--- config.mk ---
export PLATFORM = sky130hd
export DESIGN_NAME = sctag_front
export DESIGN_NICKNAME = d
export VERILOG_FILES = /design/src/rtl/set_assoc_cache_tag_store_assert.svh /design/src/rtl/sctag_pkg.sv /design/src/rtl/sctag_front.sv
export SDC_FILE = /design/constraint.sdc
export NUM_CORES = 1
export LEC_CHECK = 0
export ABC_AREA = 1
export BUFFER_PORTS_ARGS = -buffer_cell sky130_fd_sc_hd__buf_2
export CORE_AREA = 2 2 72 74
export DETAILED_ROUTE_END_ITERATION = 10
export DIE_AREA = 0 0 74 76
export PLACE_DENSITY = 0.92
export SLEW_MARGIN = 20
export SYNTH_ARGS = -nofsm -noshare
export SYNTH_HDL_FRONTEND = slang
export SYNTH_SLANG_ARGS = --single-unit
--- constraint.sdc ---
create_clock -name vclk -period 1.35
set_input_delay 0.27 -clock vclk [all_inputs]
set_output_delay 0.27 -clock vclk [all_outputs]
set_load 0.005 [all_outputs]
--- src/rtl/set_assoc_cache_tag_store_assert.svh ---
// ----------------------------------------------------------------------------
// Assertion macros for the cache tag store
// Shared property wrappers, clocked on clk_i.
// ----------------------------------------------------------------------------
`ifndef SET_ASSOC_CACHE_TAG_STORE_ASSERT_SVH
`define SET_ASSOC_CACHE_TAG_STORE_ASSERT_SVH

// checked outside reset only
`define SCTAG_ASSERT(lbl, prop, msg) \
  lbl: assert property (@(posedge clk_i) disable iff (!rst_ni) prop) \
    else $error(msg);

// checked on every edge, reset included
`define SCTAG_ASSERT_ALWAYS(lbl, prop, msg) \
  lbl: assert property (@(posedge clk_i) prop) else $error(msg);

`endif

--- src/rtl/sctag_pkg.sv ---
// ----------------------------------------------------------------------------
// sctag_pkg
// Types, codes and helpers shared by the cache tag store.
// ----------------------------------------------------------------------------
`default_nettype none

package sctag_pkg;

  localparam int ADDR_W     = 64;
  localparam int CMD_W      = 3;
  localparam int CFG_IDX_W  = 1;
  localparam int CFG_DATA_W = 5;
  localparam int SHIFT_W    = 5;
  localparam int VCTR_W     = 32;

  localparam logic [CMD_W-1:0] CMD_PREFETCH  = 3'd0;
  localparam logic [CMD_W-1:0] CMD_READ      = 3'd1;
  localparam logic [CMD_W-1:0] CMD_WRITE     = 3'd2;
  localparam logic [CMD_W-1:0] CMD_WRITEBACK = 3'd3;
  localparam logic [CMD_W-1:0] CMD_FETCH     = 3'd4;

  localparam logic [CFG_IDX_W-1:0] CFG_POLICY      = 1'b0;
  localparam logic [CFG_IDX_W-1:0] CFG_INDEX_SHIFT = 1'b1;

  typedef struct packed {
    logic writes;   // write or writeback: line ends dirty
    logic counts;   // miss is counted
  } sctag_kind_t;

  typedef struct packed {
    logic clearing; // reset sweep of the set memory in progress
  } sctag_status_t;

  typedef struct packed {
    logic              hit;
    logic              counted_miss;
    logic              evict_dirty;
    logic [ADDR_W-1:0] evict_address;
  } sctag_result_t;

  function automatic int flog2(input int n);
    int c;
    int v;
    c = 0;
    v = n;
    while (v > 1) begin
      v = v / 2;
      c = c + 1;
    end
    return c;
  endfunction

  function automatic int imax(input int a, input int b);
    return (a > b) ? a : b;
  endfunction

endpackage

`default_nettype wire

--- src/rtl/sctag_front.sv ---
// ----------------------------------------------------------------------------
// sctag_front
// Splits an access into set and tag and classifies its command.
// ----------------------------------------------------------------------------
`default_nettype none

module sctag_front #(
  parameter int SETS       = 1024,
  parameter int LINE_BYTES = 64,
  parameter int ENT_W      = 60
) (
  input  wire                                 in_valid_i,
  output logic                                in_ready_o,
  input  wire  [sctag_pkg::CMD_W-1:0]         cmd_i,
  input  wire  [sctag_pkg::ADDR_W-1:0]        address_i,
  input  wire  [sctag_pkg::SHIFT_W-1:0]       index_shift_i,
  input  sctag_pkg::sctag_status_t            status_i,
  output logic                                push_valid_o,
  input  wire                                 push_ready_i,
  output logic [ENT_W-1:0]                    push_data_o
);
  import sctag_pkg::*;

  localparam int OFF_BITS = flog2(LINE_BYTES);
  localparam int IDX_BITS = flog2(SETS);
  localparam int SET_W    = imax(1, $clog2(SETS));
  localparam int TAG_W    = ADDR_W - OFF_BITS - IDX_BITS;

  logic [ADDR_W-1:0] line_addr;
  logic [ADDR_W-1:0] shifted;
  logic [SET_W-1:0]  set_idx;
  logic [TAG_W-1:0]  tag;
  sctag_kind_t       kind;

  assign line_addr = address_i >> OFF_BITS;
  assign shifted   = line_addr >> index_shift_i;
  assign set_idx   = SET_W'(shifted & ADDR_W'(SETS - 1));
  assign tag       = TAG_W'(line_addr >> IDX_BITS);

  // unknown codes behave as a data read
  assign kind.writes = (cmd_i == CMD_WRITE) || (cmd_i == CMD_WRITEBACK);
  assign kind.counts = !((cmd_i == CMD_WRITEBACK) || (cmd_i == CMD_PREFETCH));

  assign push_valid_o = in_valid_i && !status_i.clearing;
  assign in_ready_o   = push_ready_i && !status_i.clearing;
  assign push_data_o  = {kind, set_idx, tag};

endmodule

`default_nettype wire

==> results.sh <==
export IMPL_outcome="finished, violations left"
export IMPL_violations="setup timing"
export IMPL_routed_wl_mm=8.86
export IMPL_min_from="address_i[61]"
export IMPL_startpoint_type="input pin"
export IMPL_drive_gt1_frac=0.533
export IMPL_synth_cell_types=14
export IMPL_grt_pass1_vias=2855
export IMPL_synth_nets=497
export IMPL_clock_fmax_mhz=583
export IMPL_cp_end_kind="output pin"
export IMPL_nFlopsAndLatches=0
export IMPL_netlist_area_um2=2080
export IMPL_worst_pin_slew_ns=0.233
export IMPL_ir_worst_vdd_v=0.000160
export IMPL_cts_hold_buf=0
export IMPL_finalHoldViolCount=0
export IMPL_ys_warnings_count=0
export IMPL_initial_utilization=0.424
export IMPL_grt_max_degree=35
export IMPL_p_leak_nw=1.65
export IMPL_cp_endpoint="push_data_o[51]"
export IMPL_pwr_density_cell_nw_per_um2=383
export IMPL_worst_slack_ns=-0.366
export IMPL_die_y_um=76
export IMPL_synthTopCellsByArea="nand3_1 (40%), nand2_1 (29%), buf_4 (20%)"
export IMPL_die_x_um=74
export IMPL_register_area_um2=0
export IMPL_max_slew_margin=0.844
export IMPL_seq_area_frac_synth=0
export IMPL_dp_cells=527
export IMPL_grt_ovfl_total=0
export IMPL_clkbuf_count=0
export IMPL_cap_violations=0
export IMPL_vias_per_cell=5.99
export IMPL_grt_total_usage=0.266
export IMPL_core_area_um2=4910
export IMPL_power_total_mw=1.19
export IMPL_worstPathArrival_ns=1.45
export IMPL_syn_inst=422
export IMPL_critical_path_required_ns=1.08
export IMPL_multi_input_area_um2=2040
export IMPL_critPathKind="input pin to output pin"
export IMPL_period_share=1.27
export IMPL_rsz0062_at_grt="yes"
export IMPL_fill_cells=415
export IMPL_synth_most_common_cell="nand3_1"
export IMPL_route_vias_total=3205
export IMPL_setup_tns_ns=-2.45
export IMPL_grt_pass1_wl_mm=12.5
export IMPL_diodes=0
export IMPL_ant_nets=0
export IMPL_area_growth_pct=49.1
export IMPL_pin_count=137
export IMPL_crit_fanout=7
export IMPL_synth_top_cell_area_share=0.403
export IMPL_dp_hpwl_mm=5.15
export IMPL_final_cells=535
export IMPL_wl_per_cell_um=16.6
export IMPL_avgSynthCellArea_um2=4.94
export IMPL_critPathLaunch="index_shift_i[0]"
export IMPL_fin_util=0.633
export IMPL_min_path_type="input pin to output pin"
export IMPL_firstDrtPassIters=5
export IMPL_num_nets_final=542
export IMPL_yosys_top_cells_count="nand3_1 (168), nand2_1 (162), buf_4 (56)"
export IMPL_die_area_um2=5620
export IMPL_slew_viol_final=0
export IMPL_first_iter_violations=330
export IMPL_port_buffer_count=97
export IMPL_yosysTopAreaCell="nand3_1"
export IMPL_rows=26
export IMPL_antenna_found_initial=0
export IMPL_setup_violations_final=10
export IMPL_remaining_drc_errors=0
export IMPL_fin_hold_ws_ns=0.540
export IMPL_fin_crit_ns=1.72
export IMPL_gp_congestion=0.977
==> cell type report <==
type,instances,area share
Multi-Input combinational cell,336,0.655
Inverter,9,0.0185
Timing Repair Buffer,120,0.298
Tap cell,70,0.0282
==> worst max-delay path, cell delays in order <==
cell and delay, ns:
buf_12 0.13, inv_16 0.08, buf_16 0.13, nand2_1 0.09, nand3_2 0.08, nand3_1 0.10, nand2_1 0.10, nand2_1 0.06
nand2_1 0.09, nand2_1 0.07, nand2_1 0.10, buf_2 0.12
==> layer usage <==
layer	wire [µm]	global-route usage	vias up
met5	0	0	-
li1	-	-	1455
met1	3120	0.314	1419
met3	842	0.0397	71
met4	518	0.0927	0
met2	4380	0.472	260
==> power by group <==
group          leakage (nW)  switching [mW]  internal, mW
registers                 0               0             0
logic                  1.65           0.696         0.495
clock network             0               0             0
total                  1.65           0.696         0.495
==> cells by family after synthesis <==
logic type / Yosys count / share of synthesized area
compound gates: 2 / 0.00480
buf+inv: 86 / 0.290
simple gates: 334 / 0.705
==> placed cells by master (no fill, tap or decap), drive strengths merged <==
| master | n |
|---|---|
| nand3 | 168 |
| or2 | 1 |
| clkbuf | 2 |
| nand2 | 162 |
| buf | 118 |
| clkinv | 1 |
| inv | 8 |
| nor2 | 2 |
| nand3b | 1 |
| o21ai | 2 |
==> through the flow <==
stage / worst slack (ns) / area [µm²]
6_report: -0.366 / 3110
5_1_grt: -0.425 / 3110
4_1_cts: -0.204 / 2700
3_5_place_dp: -0.269 / 2300
3_3_place_gp: -0.247 / 2300
2_1_floorplan: 0.0369 / 2080
==> worst min path at each step <==
stage                                 end  slack (ns)  depth (start not counted)
final                     push_data_o[45]        0.54                          0
after global routing      push_data_o[43]        0.54                          0
after CTS                 push_data_o[39]        0.54                          0
after detailed placement  push_data_o[39]        0.54                          0
after global placement    push_data_o[39]        0.54                          0
after floorplan                in_ready_o        0.57                          1
==> what timing repair did <==
| action | 4_1_cts | 5_1_grt |
|---|---|---|
| endpoints found under the setup margin | 10 | 10 |
| setup buffers | 1 | 0 |
| pin swaps | 1 | 13 |
| cloned | 6 | 2 |
| resized for setup | 60 | 95 |
(Power assumes the default switching activity.)
