==> src/rtl/set_assoc_cache_tag_store_assert.svh <==
// ----------------------------------------------------------------------------
// Assertion macros for the cache tag store
// Shared property wrappers, clocked on clk_i.
// ----------------------------------------------------------------------------
`ifndef SET_ASSOC_CACHE_TAG_STORE_ASSERT_SVH
`define SET_ASSOC_CACHE_TAG_STORE_ASSERT_SVH

// checked outside reset only
`define SCTAG_ASSERT(lbl, prop, msg) \
  lbl: assert property (@(posedge clk_i) disable iff (!rst_ni) prop) \
    else $error(msg);

// checked on every edge, reset included
`define SCTAG_ASSERT_ALWAYS(lbl, prop, msg) \
  lbl: assert property (@(posedge clk_i) prop) else $error(msg);

`endif

==> src/rtl/sctag_fifo.sv <==
// ----------------------------------------------------------------------------
// sctag_fifo
// Small queue between front and back.
// ----------------------------------------------------------------------------
`default_nettype none

module sctag_fifo #(
  parameter int WIDTH = 60,
  parameter int DEPTH = 2
) (
  input  wire              clk_i,
  input  wire              rst_ni,
  input  wire              push_valid_i,
  output logic             push_ready_o,
  input  wire  [WIDTH-1:0] push_data_i,
  output logic             pop_valid_o,
  input  wire              pop_ready_i,
  output logic [WIDTH-1:0] pop_data_o
);
  localparam int PTR_W = (DEPTH > 1) ? $clog2(DEPTH) : 1;
  localparam int CNT_W = $clog2(DEPTH + 1);

  logic [WIDTH-1:0] mem_q [DEPTH];
  logic [PTR_W-1:0] wr_ptr_q, wr_ptr_d, rd_ptr_q, rd_ptr_d;
  logic [CNT_W-1:0] count_q, count_d;
  logic             push, pop;

  assign push_ready_o = (count_q != CNT_W'(DEPTH));
  assign pop_valid_o  = (count_q != '0);
  assign pop_data_o   = mem_q[rd_ptr_q];
  assign push = push_valid_i && push_ready_o;
  assign pop  = pop_valid_o && pop_ready_i;

  always_comb begin
    wr_ptr_d = wr_ptr_q;
    rd_ptr_d = rd_ptr_q;
    count_d  = count_q;
    if (push) begin
      wr_ptr_d = (wr_ptr_q == PTR_W'(DEPTH - 1)) ? '0 : wr_ptr_q + 1'b1;
    end
    if (pop) begin
      rd_ptr_d = (rd_ptr_q == PTR_W'(DEPTH - 1)) ? '0 : rd_ptr_q + 1'b1;
    end
    if (push && !pop) begin
      count_d = count_q + 1'b1;
    end else if (pop && !push) begin
      count_d = count_q - 1'b1;
    end
  end

  always_ff @(posedge clk_i or negedge rst_ni) begin
    if (!rst_ni) begin
      wr_ptr_q <= '0;
      rd_ptr_q <= '0;
      count_q  <= '0;
    end else begin
      wr_ptr_q <= wr_ptr_d;
      rd_ptr_q <= rd_ptr_d;
      count_q  <= count_d;
    end
  end

  always_ff @(posedge clk_i) begin
    if (push) begin
      mem_q[wr_ptr_q] <= push_data_i;
    end
  end

endmodule

`default_nettype wire

==> config.mk <==
export PLATFORM = sky130hd
export DESIGN_NAME = sctag_fifo
export DESIGN_NICKNAME = d
export VERILOG_FILES = /design/src/rtl/set_assoc_cache_tag_store_assert.svh /design/src/rtl/sctag_fifo.sv
export SDC_FILE = /design/constraint.sdc
export NUM_CORES = 1
export LEC_CHECK = 0
export ABC_CLOCK_PERIOD_IN_PS = 5200
export BUFFER_PORTS_ARGS = -buffer_cell sky130_fd_sc_hd__buf_2
export CORE_ASPECT_RATIO = 1.2
export CORE_MARGIN = 2
export CORE_UTILIZATION = 45
export DETAILED_ROUTE_END_ITERATION = 8
export PLACE_DENSITY = 0.71
export RECOVER_POWER = 25
export SLEW_MARGIN = 40
export SYNTH_ARGS = -nofsm -noshare
export SYNTH_HDL_FRONTEND = slang
export SYNTH_SLANG_ARGS = --single-unit
==> constraint.sdc <==
create_clock -name clk_i -period 5.2 [get_ports clk_i]
set_clock_uncertainty 0.15 [all_clocks]
set_input_delay 1.04 -clock clk_i [delete_from_list [all_inputs] [get_ports clk_i]]
set_output_delay 1.04 -clock clk_i [all_outputs]
set_load 0.01 [all_outputs]
==> impl_metrics.json, run 1 <==
{
  "routabilityCongestion": 0.680,
  "synth_compound_area_share_pct": 0,
  "ys_seq_elements": 124,
  "post_dp_cell_area_mm2": 0.00556,
  "startpoint": "rd_ptr_q",
  "io_pins": 126,
  "syn_nets": 270,
  "design.core.area_mm2": 0.0105,
  "synth_mux_area_share_pct": 18.6,
  "final_common_cell": "edfxtp_1",
  "die_h_um": 117,
  "antenna_found_initial": 2,
  "period_share_pct": 65.4,
  "finalCriticalPeriod_ns": 3.40,
  "vias": 2287,
  "finish.utilization_pct": 58.4,
  "grt_pass1_vias": 2346,
  "vias_per_cell": 4.67,
  "wl_per_cell_um": 15.1,
  "fin_cells": 490,
  "crit_fanout": 27,
  "finalSetupViolCount": 0,
  "grt_max_degree": 33,
  "fmax_mhz": 294,
  "synth_warnings": 0,
  "num_rows": 41,
  "hp-class": "primary input to async pin",
  "final_nets": 412,
  "pre_cts_ws_ns": 2.18,
  "ff_latch_area_mm2": 0.00371,
  "dp_hpwl_um": 5150,
  "synthCells": 205,
  "synth-simple-area-share_pct": 0.700,
  "clock_sinks": 124,
  "p_total_mw": 3.64,
  "fp.dieW_um": 98.5,
  "status": "complete, no violations",
  "r2r-end": "mem_q[1][23]",
  "synth_xor_area_share_pct": 0.907,
  "start_util_pct": 46.1,
  "post-cts-setup-buffer-count": 0,
  "ys_types": 15,
  "hold_viol": 0,
  "endpoint_kind": "output port",
  "syn_area_mm2": 0.00483,
  "dp_cells": 457,
  "synth_seq_area_share_pct": 76.7,
  "worstMarginPinSlew_ns": 0.775,
  "clockBufferDepth": 2,
  "die-area_mm2": 0.0116,
  "ir_drop_mv": 0.292,
  "drv_cap": 0,
  "critical_path_class": "flop to output port",
  "design_area_mm2": 0.00611,
  "cts_inserted_buffers": 17,
  "drtPass1Iterations": 4,
  "htreeDepth": 4,
  "clk_pin_slew_ns": 0.05,
  "start_kind": "flop",
  "powerDensity_mw_per_mm2": 596,
  "avgSynthCellArea_um2": 23.5,
  "yosys.area_share.adder_pct": 0.259,
  "r2r_cells": 3,
  "rsz0062_at_grt": "false",
  "worstSetupEndpoint": "pop_data_o[39]",
  "drtIter0Drc": 83,
  "final_cell_mix": "edfxtp_1, buf_2, mux2_4",
  "fin_setup_tns_ns": 0,
  "r2r_setup_slack_ns": 2.93,
  "hold_slack_ns": 0.309,
  "required_ns": 4.01,
  "grt_usage_pct": 13.5,
  "area_growth_pct": 26.7,
  "grt_pass1_wl_um": 11800,
  "p_leak_nw": 2.46,
  "routed_wl_um": 7420,
  "overflow": 0,
  "relSlewSlack_pct": 48.4,
  "root_buffer": "clkbuf_16",
  "drc_errors": 0,
  "fillers": 816,
  "drt.antenna.violating_nets": 0,
  "reg2reg_from": "count_q[0]",
  "drive_gt1_share_pct": 56.1,
  "synth_top_family_by_area": "multiplexers",
  "critPathArrivalTime_ns": 2.21,
  "ctsResizeCount": 0,
  "cts_tree": "built",
  "insertion_delay_ns": 0.39,
  "slew_violations": 0,
  "multi_input_area_um2": 996,
  "cts_hold_buf": 0,
  "numPortBuffers": 125,
  "worst_slack_ns": 1.80
}
[Yosys cell counts]
master    count  area share (%)
and3_1        1            0.13
buf_12        6             2.5
buf_6         1            0.23
dfrtp_1       4             2.1
edfxtp_1    120              75
ha_1          1            0.26
inv_1         1           0.078
mux2_2        1            0.23
mux2_4       59              18
nand2_1       2            0.16
nand2b_1      1            0.13
nor2_1        2            0.16
or2_1         1            0.13
xnor2_1       3            0.54
xor2_1        2            0.36
[sequential cells by signal, summed over array words and instances, names as in the netlist]
register,cells
rd_ptr_q,1
count_q,2
wr_ptr_q,1
mem_q,120
[how the worst min path moves through the flow]
stage,startpoint,endpoint,slack (ns),depth (start not counted)
floorplan,count_q[1],count_q[1],0.31,1
global placement,count_q[1],count_q[1],0.32,1
detailed placement,count_q[1],count_q[1],0.35,1
CTS,rst_ni,rd_ptr_q,0.27,1
global route,rst_ni,rd_ptr_q,0.31,1
finish,rst_ni,rd_ptr_q,0.31,1
[logic make-up (layout without fill, tap and decap cells)]
group,after synthesis,in the layout
other,0,1
XOR/XNOR,5,5
multiplexers,60,60
flip-flops,124,124
buffers and inverters,8,163
adder cells (fa/ha/maj),1,1
AND/OR/NAND/NOR,7,7
[worst max-delay path: stages (launching register included)]
cell     delay, ns
dfrtp_4       0.75
buf_12        0.29
buf_4         0.27
mux2_2        0.35
buf_2         0.14
[per-layer routing]
metal | vias up | routed length (µm) | track usage, %
met4 | 2 | 53 | 5.91
met2 | 78 | 3990 | 22.4
met3 | 6 | 581 | 6.20
met1 | 1108 | 2780 | 14.6
li1 | 1093 | - | -
met5 | - | 13 | 0
[final cells by class]
type | instances | share of cell area (%)
inverters | 1 | 0.0614
diodes | 1 | 0.0409
well taps | 129 | 2.64
repair buffers | 130 | 11.1
flip-flops and latches | 124 | 60.6
clock inverters | 12 | 2.09
clock buffers | 20 | 7.14
multi-input cells | 73 | 16.3
[power by group]
group / switching [mW] / internal [mW]
logic: 0.479 / 0.571
registers: 0.117 / 1.37
clock network: 0.365 / 0.739
(Power assumes the default switching activity.)
==> run 2: changes to the inputs <==
--- a/config.mk
+++ b/config.mk
@@ -5,7 +5,8 @@
 export SDC_FILE = /design/constraint.sdc
 export NUM_CORES = 1
 export LEC_CHECK = 0
-export ABC_CLOCK_PERIOD_IN_PS = 5200
+export ABC_AREA = 1
+export ABC_CLOCK_PERIOD_IN_PS = 3400
 export BUFFER_PORTS_ARGS = -buffer_cell sky130_fd_sc_hd__buf_2
 export CORE_ASPECT_RATIO = 1.2
 export CORE_MARGIN = 2
==> constraint.sdc (replaced) <==
create_clock -name clk_i -period 3.4 [get_ports clk_i]
set_clock_uncertainty 0.15 [all_clocks]
set_input_delay 0.68 -clock clk_i [delete_from_list [all_inputs] [get_ports clk_i]]
set_output_delay 0.68 -clock clk_i [all_outputs]
set_load 0.01 [all_outputs]
==> impl_metrics.json, run 2 <==
{
  "yosys_most_used_dff": "edfxtp_1",
  "worstMarginPinSlew_ns": 0.618,
  "hold_slack_ns": 0.305,
  "ctsResizeCount": 0,
  "avgSynthCellArea_um2": 13.7,
  "powerDensity_mw_per_mm2": 911,
  "hold_viol": 0,
  "fillers": 851,
  "grt_max_degree": 62,
  "cp_slowest_cell": "dfrtp_2",
  "relSlewSlack_pct": 58.8,
  "vias": 2907,
  "top_register": "mem_q",
  "cpPeakStageDelay_ns": 0.76,
  "post_dp_cell_area_mm2": 0.00540,
  "grt_pass1_vias": 2941,
  "start_util_pct": 46.5,
  "synthTopCellsByArea": "edfxtp_1, nand2_1, nand2_2",
  "endpoint_kind": "output port",
  "area_growth_pct": 26.3,
  "drv_cap": 0,
  "io_pins": 126,
  "synth_top_area_share_pct": 76.7,
  "path_common_cell": "nand2_1",
  "final_nets": 545,
  "start_kind": "flop",
  "hp-class": "primary input to flop",
  "final_cell_mix": "nand2_1, edfxtp_1, buf_2",
  "dr_wl_met3_um": 519,
  "clockBufferDepth": 2,
  "wl_per_cell_um": 14.4,
  "grt_pass1_wl_um": 13800,
  "die_h_um": 116,
  "slew_violations": 0,
  "synth_seq_area_share_pct": 78.8,
  "design.core.area_mm2": 0.0101,
  "clock_sinks": 124,
  "synthCells": 342,
  "clk_pin_slew_ns": 0.05,
  "numPortBuffers": 125,
  "drc_errors": 0,
  "wl_met1_um": 3530,
  "critPathArrivalTime_ns": 1.87,
  "fmax_mhz": 370,
  "yosysTopAreaCell": "edfxtp_1",
  "antenna_found_initial": 0,
  "top_regs": "mem_q (120), count_q (2)",
  "design_area_mm2": 0.00594,
  "num_rows": 40,
  "syn_area_mm2": 0.00470,
  "dp_hpwl_um": 5590,
  "ys_seq_elements": 124,
  "finalSetupViolCount": 0,
  "ys_types": 16,
  "routabilityCongestion": 0.712,
  "htreeDepth": 4,
  "largest_reg_flops": 120,
  "required_ns": 2.57,
  "synth-edff-count": 120,
  "routed_wl_um": 8900,
  "grt_usage_pct": 16.4,
  "rsz0062_at_grt": "false",
  "drive_gt1_share_pct": 35.9,
  "overflow": 0,
  "status": "complete, no violations",
  "period_share_pct": 79.5,
  "root_buffer": "clkbuf_16",
  "wl_met2_um": 4730,
  "syn_nets": 407,
  "drtPass1Iterations": 5,
  "final_common_cell": "nand2_1",
  "cts_inserted_buffers": 17,
  "drtIter0Drc": 172,
  "finalCriticalPeriod_ns": 2.70,
  "p_leak_nw": 2.55,
  "fp.dieW_um": 97.3,
  "cts_tree": "built",
  "drt.antenna.violating_nets": 0,
  "synth_warnings": 0,
  "yosys-top-cells-count": "nand2_1, edfxtp_1, nand2_2",
  "highest_layer": "met4",
  "crit_fanout": 61,
  "vias_per_cell": 4.70,
  "async_flop_share_pct": 3.23,
  "die-area_mm2": 0.0113,
  "diodes": 0,
  "synth.most_common_cell": "nand2_1",
  "critical_path_class": "flop to output port",
  "insertion_delay_ns": 0.40,
  "critical_path.cell_chain": "inv_8, nand2_1, nand2_1, buf_2",
  "ir_drop_mv": 0.505
}
run 2: cell families after synthesis:
family	count (synthesis)	share of synthesized area, %
xor+xnor	2	0.373
fa+ha+maj	1	0.266
buf+inv	20	3.73
simple gates	195	16.8
flops	124	78.8
run 2: timing repair:
item | CTS | global route
buffers inserted | 0 | 0
endpoints found under the setup margin | 0 | 0
hold buffers | 1 | 0
endpoints found under the hold margin | 4 | 0
run 2: through the flow:
stage          power, mW  setup TNS (ns)  instances  utilization [%]  setup WS [ns]
2_1_floorplan       3.34          -59.24        342                -         -0.494
3_3_place_gp        3.84               0        586             53.5           1.11
3_5_place_dp        3.87               0        586             53.5           1.11
4_1_cts             5.48               0        619             58.8          0.667
5_1_grt             5.72               0        619             58.7          0.575
6_report            5.41               0        619             58.7          0.698
run 2: worst paths after layout:
| path | start | endpoint | slack [ns] | cells past startpoint |
|---|---|---|---|---|
| worst max-delay path | rd_ptr_q | pop_data_o[21] | 0.70 | 4 |
| worst min-delay path | push_data_i[15] | mem_q[0][15] | 0.31 | 1 |
| worst max register to register | count_q[0] | mem_q[1][47] | 1.67 | 5 |
| worst min register to register | count_q[0] | count_q[0] | 0.37 | 1 |
| max in group asynchronous | rst_ni | rd_ptr_q | 2.50 | 2 |
| min in group asynchronous | rst_ni | rd_ptr_q | 0.46 | 2 |
run 2: worst max-delay path: cells and delay by family, from the launching register on:
family / cells / cell delay (ns)
buffers and inverters: 2 / 0.46
DFF: 1 / 0.76
and+or+nand+nor: 2 / 0.22
run 2: layer usage:
metal | track usage (%) | vias to the layer above
li1 | - | 1430
met1 | 17.4 | 1378
met2 | 29.0 | 86
met3 | 5.61 | 13
met4 | 8.80 | 0
met5 | 0 | -
run 2: layout make-up:
class                      instances  area (µm²)  share of cell area (%)
multi-input combinational        198         837                    14.1
clock inverter                    14         105                    1.77
timing repair buffer             132         668                    11.3
tap                              126         158                    2.66
clock buffer                      18         429                    7.23
inverter                           7        33.8                   0.569
sequential                       124        3700                    62.4
run 2: power breakdown:
group	internal, mW	switching, mW
registers	2.09	0.153
logic	0.534	1.03
clock network	0.987	0.613
total	3.61	1.79
==> run 3: changes to the inputs <==
--- a/config.mk
+++ b/config.mk
@@ -6,13 +6,13 @@
 export NUM_CORES = 1
 export LEC_CHECK = 0
 export ABC_AREA = 1
-export ABC_CLOCK_PERIOD_IN_PS = 3400
+export ABC_CLOCK_PERIOD_IN_PS = 2350
 export BUFFER_PORTS_ARGS = -buffer_cell sky130_fd_sc_hd__buf_2
 export CORE_ASPECT_RATIO = 1.2
 export CORE_MARGIN = 2
 export CORE_UTILIZATION = 45
 export DETAILED_ROUTE_END_ITERATION = 8
-export PLACE_DENSITY = 0.71
+export PLACE_DENSITY = 0.74
 export RECOVER_POWER = 25
 export SLEW_MARGIN = 40
 export SYNTH_ARGS = -nofsm -noshare
==> constraint.sdc (replaced) <==
create_clock -name clk_i -period 2.35 [get_ports clk_i]
set_clock_uncertainty 0.15 [all_clocks]
set_input_delay 0.47 -clock clk_i [delete_from_list [all_inputs] [get_ports clk_i]]
set_output_delay 0.47 -clock clk_i [all_outputs]
set_load 0.01 [all_outputs]
==> impl_metrics.json, run 3 (synthesis gave the netlist of run 2 again) <==
{
  "required_ns": 1.73,
  "antenna_found_initial": 0,
  "cpPeakStageDelay_ns": 0.45,
  "io_pins": 126,
  "drv_cap": 0,
  "r2r_setup_slack_ns": 0.72,
  "powerDensity_mw_per_mm2": 1330,
  "diodes": 0,
  "area_growth_pct": 27.3,
  "hold_slack_ns": 0.109,
  "reg2reg_from": "count_q[0]",
  "vias": 2865,
  "num_rows": 40,
  "grt_max_degree": 62,
  "path_common_cell": "nand2_1",
  "drt.antenna.violating_nets": 0,
  "fmax_mhz": 468,
  "vias_per_cell": 4.64,
  "final_cell_mix": "nand2_1, buf_2, edfxtp_1",
  "finalSetupViolCount": 0,
  "swShare_pct": 31.6,
  "period_share_pct": 91.0,
  "htreeDepth": 4,
  "critical_path.cell_chain": "inv_8, nand2_1, nand2_1, buf_2",
  "p_comb_share_pct": 29.2,
  "cts_tree": "built",
  "wl_per_cell_um": 13.9,
  "design.core.area_mm2": 0.0101,
  "r2r_cells": 9,
  "pwr-share-clk_pct": 31.0,
  "status": "complete, no violations",
  "p_leak_nw": 2.58,
  "root_buffer": "clkbuf_16",
  "r2r-end": "count_q[1]",
  "fillers": 828,
  "finalCriticalPeriod_ns": 2.14,
  "endpoint_kind": "output port",
  "whs_path_depth": 1,
  "drtPass1Iterations": 4,
  "start_kind": "flop",
  "crit_fanout": 61,
  "worstMarginPinSlew_ns": 0.409,
  "fin_cells": 617,
  "power.switching_mw": 2.52,
  "final_nets": 543,
  "slew_violations": 0,
  "grt_usage_pct": 15.7,
  "die-area_mm2": 0.0113,
  "dp_hpwl_um": 5290,
  "clock_sinks": 124,
  "drive_gt1_share_pct": 35.6,
  "routed_wl_um": 8580,
  "clk_pin_slew_ns": 0.05,
  "relSlewSlack_pct": 72.8,
  "routabilityCongestion": 0.716,
  "dp_cells": 584,
  "grt_pass1_vias": 2828,
  "fp.dieW_um": 97.3,
  "largest_reg_flops": 120,
  "rsz0062_at_grt": "false",
  "cp_slowest_cell": "dfrtp_2",
  "top_regs": "mem_q (120), count_q (2)",
  "critical_path_class": "flop to output port",
  "clockBufferDepth": 2,
  "intPower_mw": 5.46,
  "hp-class": "primary input to flop",
  "overflow": 0,
  "final_common_cell": "nand2_1",
  "numPortBuffers": 125,
  "power_frac_seq_pct": 39.8,
  "hold_viol": 0,
  "post_dp_cell_area_mm2": 0.00541,
  "insertion_delay_ns": 0.40,
  "die_h_um": 116,
  "start_util_pct": 46.5,
  "top_register": "mem_q",
  "grt_pass1_wl_um": 13400,
  "cts_inserted_buffers": 17,
  "drtIter0Drc": 147,
  "hold_end": "mem_q[1][21]",
  "critPathArrivalTime_ns": 1.52,
  "ir_drop_mv": 0.556,
  "drc_errors": 0,
  "min_from": "push_data_i[21]",
  "design_area_mm2": 0.00598
}
run 3: cell type report:
cell class	count	area, µm²	area share [%]
tap	126	158	2.63
clock inverter	11	125	2.09
timing repair buffer	130	684	11.4
inverter	7	33.8	0.565
clock buffer	21	440	7.36
multi-input combinational	198	837	14.0
sequential	124	3700	61.9
run 3: timing repair:
item,in CTS,in global routing
setup buffers,0,0
hold buffers,1,0
gates resized for setup,0,0
endpoints found under the hold margin,4,0
run 3: worst max-delay path, delay by kind of cell (launching register included):
| family | cells | cell delay (ns) |
|---|---|---|
| buffers and inverters | 2 | 0.46 |
| DFF | 1 | 0.45 |
| and+or+nand+nor | 2 | 0.20 |
run 3: how the worst max path moves through the flow:
stage	from	end	slack [ns]
2_1_floorplan	count_q[0]	mem_q[0][0]	-0.39
3_3_place_gp	rd_ptr_q	pop_data_o[29]	0.60
3_5_place_dp	rd_ptr_q	pop_data_o[35]	0.60
4_1_cts	rd_ptr_q	pop_data_o[49]	0.16
5_1_grt	rd_ptr_q	pop_data_o[32]	0.08
6_report	rd_ptr_q	pop_data_o[17]	0.21
run 3: per-layer routing:
layer  vias up  share of wire, %  track usage [%]  routed length (µm)
li1       1426                 -                -                   -
met1      1340                40             17.4                3470
met2        90                52             27.0                4450
met3         9               6.7             6.51                 579
met4         0               1.0             6.39                  89
met5         -                 0                0                   0
run 3: power by group through the flow:
stage               sequential (mW)  clock (mW)  combinational, mW
CTS                            3.18        2.53               2.40
finish                         3.18        2.47               2.34
global placement               3.20           0               2.35
detailed placement             3.22           0               2.39
floorplan                      3.20           0               1.62
global route                   3.22        2.63               2.62
run 3: through the flow:
stage                     total power [mW]  util (%)  setup TNS (ns)  setup WS, ns
after floorplan                       4.82         -          -46.55        -0.388
after global placement                5.55      53.6               0         0.599
after detailed placement              5.61      53.6               0         0.602
after CTS                             8.11      59.2               0         0.157
after global routing                  8.48      59.2               0        0.0750
final                                 7.99      59.2               0         0.212
